[src/rtl/core/sme_pkg.sv]
`timescale 1ns / 1ps
// Shared types and constants of the stack machine executor.
// No dependencies; used by every module of the block.
package sme_pkg;

    localparam int DATA_STACK_DEPTH_DEF = 64;
    localparam int CALL_STACK_DEPTH_DEF = 16;
    localparam int RAM_DEPTH_DEF        = 128;
    localparam int REG_COUNT_DEF        = 4;
    localparam int PC_WIDTH_DEF         = 16;

    localparam logic [6:0] MEM_TOP_RESET = 7'd100;

    localparam logic [4:0] OP_HALT    = 5'd0;
    localparam logic [4:0] OP_PUSH    = 5'd1;
    localparam logic [4:0] OP_IN      = 5'd2;
    localparam logic [4:0] OP_ADD     = 5'd3;
    localparam logic [4:0] OP_SUB     = 5'd4;
    localparam logic [4:0] OP_MUL     = 5'd5;
    localparam logic [4:0] OP_DIV     = 5'd6;
    localparam logic [4:0] OP_MOD     = 5'd7;
    localparam logic [4:0] OP_DISP    = 5'd8;
    localparam logic [4:0] OP_POP     = 5'd9;
    localparam logic [4:0] OP_OUT     = 5'd10;
    localparam logic [4:0] OP_SQUARE  = 5'd11;
    localparam logic [4:0] OP_SQRT    = 5'd12;
    localparam logic [4:0] OP_PUSHREG = 5'd13;
    localparam logic [4:0] OP_POPREG  = 5'd14;
    localparam logic [4:0] OP_JMP     = 5'd15;
    localparam logic [4:0] OP_JB      = 5'd16;
    localparam logic [4:0] OP_JAE     = 5'd17;
    localparam logic [4:0] OP_JA      = 5'd18;
    localparam logic [4:0] OP_JBE     = 5'd19;
    localparam logic [4:0] OP_JE      = 5'd20;
    localparam logic [4:0] OP_JNE     = 5'd21;
    localparam logic [4:0] OP_CALL    = 5'd22;
    localparam logic [4:0] OP_RET     = 5'd23;
    localparam logic [4:0] OP_PUSHM   = 5'd24;
    localparam logic [4:0] OP_POPM    = 5'd25;

    localparam logic [2:0] ST_OK        = 3'd0;
    localparam logic [2:0] ST_BAD_OP    = 3'd1;
    localparam logic [2:0] ST_UNDERFLOW = 3'd2;
    localparam logic [2:0] ST_OVERFLOW  = 3'd3;
    localparam logic [2:0] ST_DIV_ZERO  = 3'd4;
    localparam logic [2:0] ST_BAD_ADDR  = 3'd5;
    localparam logic [2:0] ST_NEG_ROOT  = 3'd6;
    localparam logic [2:0] ST_CALL_ERR  = 3'd7;

    localparam logic [1:0] KIND_NONE = 2'd0;
    localparam logic [1:0] KIND_NUM  = 2'd1;
    localparam logic [1:0] KIND_CHAR = 2'd2;

    typedef struct packed {
        logic [4:0]         command;
        logic signed [31:0] operand;
        logic signed [31:0] in_value;
    } in_item_t;

    typedef struct packed {
        logic [15:0]        next_ip;
        logic signed [31:0] out_value;
        logic [1:0]         out_kind;
        logic               halted;
        logic [2:0]         status;
    } out_item_t;

    // controller -> datapath
    typedef struct packed {
        logic load;
        logic read;
        logic start;
        logic commit;
    } ctrl_cmd_t;

    // datapath -> controller
    typedef struct packed {
        logic need_iter;
        logic iter_busy;
        logic out_free;
    } dp_stat_t;

endpackage

[src/rtl/core/sme_ctrl.sv]
`timescale 1ns / 1ps
// Instruction sequencer: accept, stack read, execute, wait on the iterative unit.
// Uses sme_pkg.
module sme_ctrl
    import sme_pkg::*;
(
    input  logic      clk,
    input  logic      rst_n,
    input  logic      in_valid,
    output logic      in_ready,
    input  dp_stat_t  stat,
    output ctrl_cmd_t cmd
);

    typedef enum logic [3:0] {
        S_IDLE = 4'b0001,
        S_READ = 4'b0010,
        S_EXEC = 4'b0100,
        S_WAIT = 4'b1000
    } state_t;

    state_t state_reg, state_next;

    always_comb
    begin
        state_next = state_reg;
        cmd        = '0;
        in_ready   = 1'b0;
        unique case (state_reg)
            S_IDLE:
            begin
                in_ready = 1'b1;
                if (in_valid)
                begin
                    cmd.load   = 1'b1;
                    state_next = S_READ;
                end
            end
            S_READ:
            begin
                cmd.read   = 1'b1;
                state_next = S_EXEC;
            end
            S_EXEC:
            begin
                if (stat.need_iter)
                begin
                    cmd.start  = 1'b1;
                    state_next = S_WAIT;
                end
                else if (stat.out_free)
                begin
                    cmd.commit = 1'b1;
                    state_next = S_IDLE;
                end
            end
            S_WAIT:
            begin
                if (!stat.iter_busy && stat.out_free)
                begin
                    cmd.commit = 1'b1;
                    state_next = S_IDLE;
                end
            end
            default:
            begin
                state_next = S_IDLE;
            end
        endcase
    end

    always_ff @(posedge clk or negedge rst_n)
    begin
        if (!rst_n)
        begin
            state_reg <= S_IDLE;
        end
        else
        begin
            state_reg <= state_next;
        end
    end

endmodule

[config.mk]
export PLATFORM = sky130hd
export DESIGN_NAME = sme_ctrl
export DESIGN_NICKNAME = d
export VERILOG_FILES = /design/src/rtl/core/sme_pkg.sv /design/src/rtl/core/sme_ctrl.sv
export SDC_FILE = /design/constraint.sdc
export NUM_CORES = 1
export LEC_CHECK = 0
export CAP_MARGIN = 15
export CORE_AREA = 4 4 41 43
export DETAILED_ROUTE_END_ITERATION = 8
export DIE_AREA = 0 0 45 47
export DONT_BUFFER_PORTS = 1
export HOLD_SLACK_MARGIN = 0.08
export SYNTH_ARGS = -nofsm -noshare
export SYNTH_HDL_FRONTEND = slang
export SYNTH_SLANG_ARGS = --single-unit
[constraint.sdc]
create_clock -name clk -period 1.95 [get_ports clk]
set_clock_uncertainty 0.05 [all_clocks]
set_input_delay 0.4875 -clock clk [delete_from_list [all_inputs] [get_ports clk]]
set_output_delay 0.4875 -clock clk [all_outputs]
set_load 0.05 [all_outputs]
### Word-level counts from Yosys, hierarchy flattened

Index checks and enable logic that the tools add are counted.

* equal/unequal tests: 7
* mux-type cells: 15
* reductions and logical operators: 3

Operator list (number)
* $mux W4: 4
* $pmux W4 S4: 1
* $mux W1: 9
* $eq A4 B1 Y1 const B: 1
* $eq A4 B2 Y1 const B: 1
* $eq A4 B3 Y1 const B: 1
* $eq A4 B4 Y1 const B: 1
* $ne A2 B2 Y1 const B: 2
* $ne A3 B3 Y1 const B: 1
* $reduce_and A3 Y1: 1
* $pmux W1 S2: 1
* $logic_and A1 B1 Y1: 1
* $logic_not A1 Y1: 1

* register bits: 4
* input port bits: 6
* word-level logic and storage cells: 26

### Depth between registers and ports, before layout

* depth after elaboration: 4
* gate-level depth with buffers: 3

### Least setup slack after synthesis

OpenSTA, ideal clock, no wires.

* kind: register to output
* start: register state_reg[3]
* end: output cmd[1] (netlist name)
* arrival time: 1676 ps
* setup slack: -264 ps
* stages on the path, launching flop included: 3
* cell sequence: dfrtp_1 nand3b_1 nor3_1

RTL lines
* start: declaration: line sme_ctrl.sv:22 `state_t state_reg, state_next;`
* start signal: assignment: line sme_ctrl.sv:80 `state_reg <= state_next;`
* end: declaration: line sme_ctrl.sv:12 `output ctrl_cmd_t cmd`

==> summary.md <==
| Metric | Value |
|---|---|
| Core area | `0.00130 mm²` |
| Top fanout value on the critical path | `6` |
| Grt total ovfl | `0` |
| Setup TNS | `0 ps` |
| Mapped Area | `between 200 and 300 µm²` |
| Min cycle time layout | `1870 ps` |
| Hold crit path type | `input pin to register` |
| Htree depth | `1` |
| Vias per inst | `4.55` |
| Final Hold Viols | `0` |
| Number of global-route vias before repair | `around 270` |
| Post-Route Utilization | `between 20% and 30%` |
| Critical-path top delay cell | `dfrtp_2` |
| DRT Wirelength | `around 600 µm` |
| Largest net degree at the start of global routing | `8` |
| Via Count | `roughly 220` |
| Layout Nets | `a little over 40` |
| Worst setup path category | `register to output pin` |
| Max Slew Vio Count | `0` |
| First-pass GRT wire length | `approximately 1000 µm` |
| Diode count | `0` |
| Final setup violating endpoints | `0` |
| DR WL/cell | `12.2 µm` |
| CP required | `approximately 1400 ps` |
| Clock latency on the worst-skew pair | `240 ps` |
| Post-CTS Setup Bufs | `0` |
| Cells after Synth | `26` |
| Row count | `13` |
| GRT Total Usage | `under 10%` |
| Static Leak | `0.000148 µW` |
| Status | `finished, final reports clean` |
| Yosys reg bits | `4` |
| Initial antenna violation count | `0` |
| CTS tree | `built` |
| Placed cells | `44` |
| I/O pin total | `11` |
| DIE AREA | `roughly 0.0021 mm²` |
| F_max | `between 500 and 600 MHz` |
| Crit start category | `register` |
| Max Root-Sink Buffers | `2` |
| Remaining antenna violation count after routing | `0` |
| CP endpoint kind | `output pin` |
| Fin crit share | `a little over nine tenths` |
| Post-DP HPWL | `around 480 µm` |
| Layout cell share with drive strength beyond 1 | `47.1%` |
| GP Congestion | `0.691` |
| Area delta synth->final | `38.4%` |
| Pwr dens | `1470 mW/mm²` |
| Worst path max stage delay | `450 ps` |
| Slew @ Worst Pin | `230 ps` |
| Drt drc | `0` |
| Cts bufs inserted | `3` |
| Yosys cell types | `17` |
| CP arrival | `about 1300 ps` |
| Relative slew slack | `between 80% and 90%` |
| Clock slew at reported path FFs | `40 ps` |
| Iter 0 DRT Violations | `1` |
| Clock sink total | `4` |
| Die H | `approximately 47 µm` |
| Initial core utilization | `around 20%` |
| Syn Nets | `32` |
| Number of port buffers | `0` |
| R2R cell count | `3` |
| Unrepaired setup endpoints after global routing | `no` |
| Most frequent cells in the layout | `clkbuf_4 (3), buf_4 (3)` |
| Mean Syn Cell Area | `just over 10 µm²` |
| Hold Crit Depth | `1` |
| Cell breakdown of the critical path | `nand2b_4 > o22ai_1 > and3_1 > buf_6` |
| MaxCap Viol Count | `0` |
| Non-filler cells, final | `49` |
| Max reg flops | `4` |
| Iteration count of the initial detailed-routing pass | `2` |
| Peak VDD IR | `approximately 0.00064 V` |
| Root Buffer | `clkbuf_4` |
| Die width | `between 40 and 50 µm` |
| Seq/Total Area, Yosys | `38.4%` |
| Synth warn | `0` |
[what timing repair did]
item                       4_1_cts  5_1_grt
hold buffers                     1        0
gates resized for setup          1        3
setup endpoints to repair        1        1
hold endpoints to repair         4        0
[where the power goes]
group | leakage [µW] | total [µW] | switching (µW) | internal [µW]
sequential | 0.0000478 | 157 | 42.5 | 114
combinational | 0.0000856 | 264 | 159 | 104
clock | 0.0000150 | 116 | 38.7 | 77.1
[through the flow]
step	hold WS (ps)	area [µm²]	worst slack (ps)	total power (µW)
floorplan	142	269	-140	364
global placement	142	315	269	412
detailed placement	142	315	259	414
CTS	326	353	9.70	538
global route	338	365	18.8	572
finish	339	365	84.7	536
[critical path, delay by kind of cell, from the launching register on]
family / cells / cell delay, ps
and+or+nand+nor: 2 / 350
AOI/OAI and AO/OA: 1 / 120
buffers and inverters: 1 / 160
DFF: 1 / 450
[layout make-up]
type	count	area [µm²]
Clock buffer	4	26.3
Tap cell	15	18.8
Multi-Input combinational cell	21	173
Timing Repair Buffer	5	43.8
Fill cell	135	936
Sequential cell	4	104
[synth_stat cells]
library cell	count	area [µm²]
a211oi_2	1	12.5
and3_1	1	6.26
nor3_1	3	15.0
dfrtp_1	3	75.1
o21ai_1	1	5.00
o22ai_1	2	12.5
or2b_1	1	7.51
and2_1	2	12.5
o31a_1	1	8.76
nor2_1	1	3.75
nand2b_1	3	18.8
buf_4	1	7.51
nor4b_4	1	23.8
nor2b_1	2	12.5
nand3b_1	1	7.51
dfstp_2	1	26.3
and2_4	1	8.76
[cells by family after synthesis]
logic type      share of synthesized area, %
buf+inv                                 2.84
flops                                   38.4
simple gates                            44.1
compound gates                          14.7
[worst paths after layout]
check	from	end	slack, ps
worst min register to register	state_reg[3]	state_reg[2]	530
worst max-delay path	state_reg[2]	cmd[0]	80
min in group asynchronous	rst_n	state_reg[2]	460
worst min-delay path	in_valid	state_reg[1]	340
worst max register to register	state_reg[0]	state_reg[1]	650
max in group asynchronous	rst_n	state_reg[0]	1150
[metal layers]
layer / GRT usage, % / part of all wire, % / up-vias
met5: 0 / 0 / -
met4: 5.26 / 0 / 0
met3: 4.98 / 12 / 0
met2: 11.6 / 51 / 8
met1: 6.67 / 38 / 105
li1: - / - / 110
(Power assumes the default switching activity.)
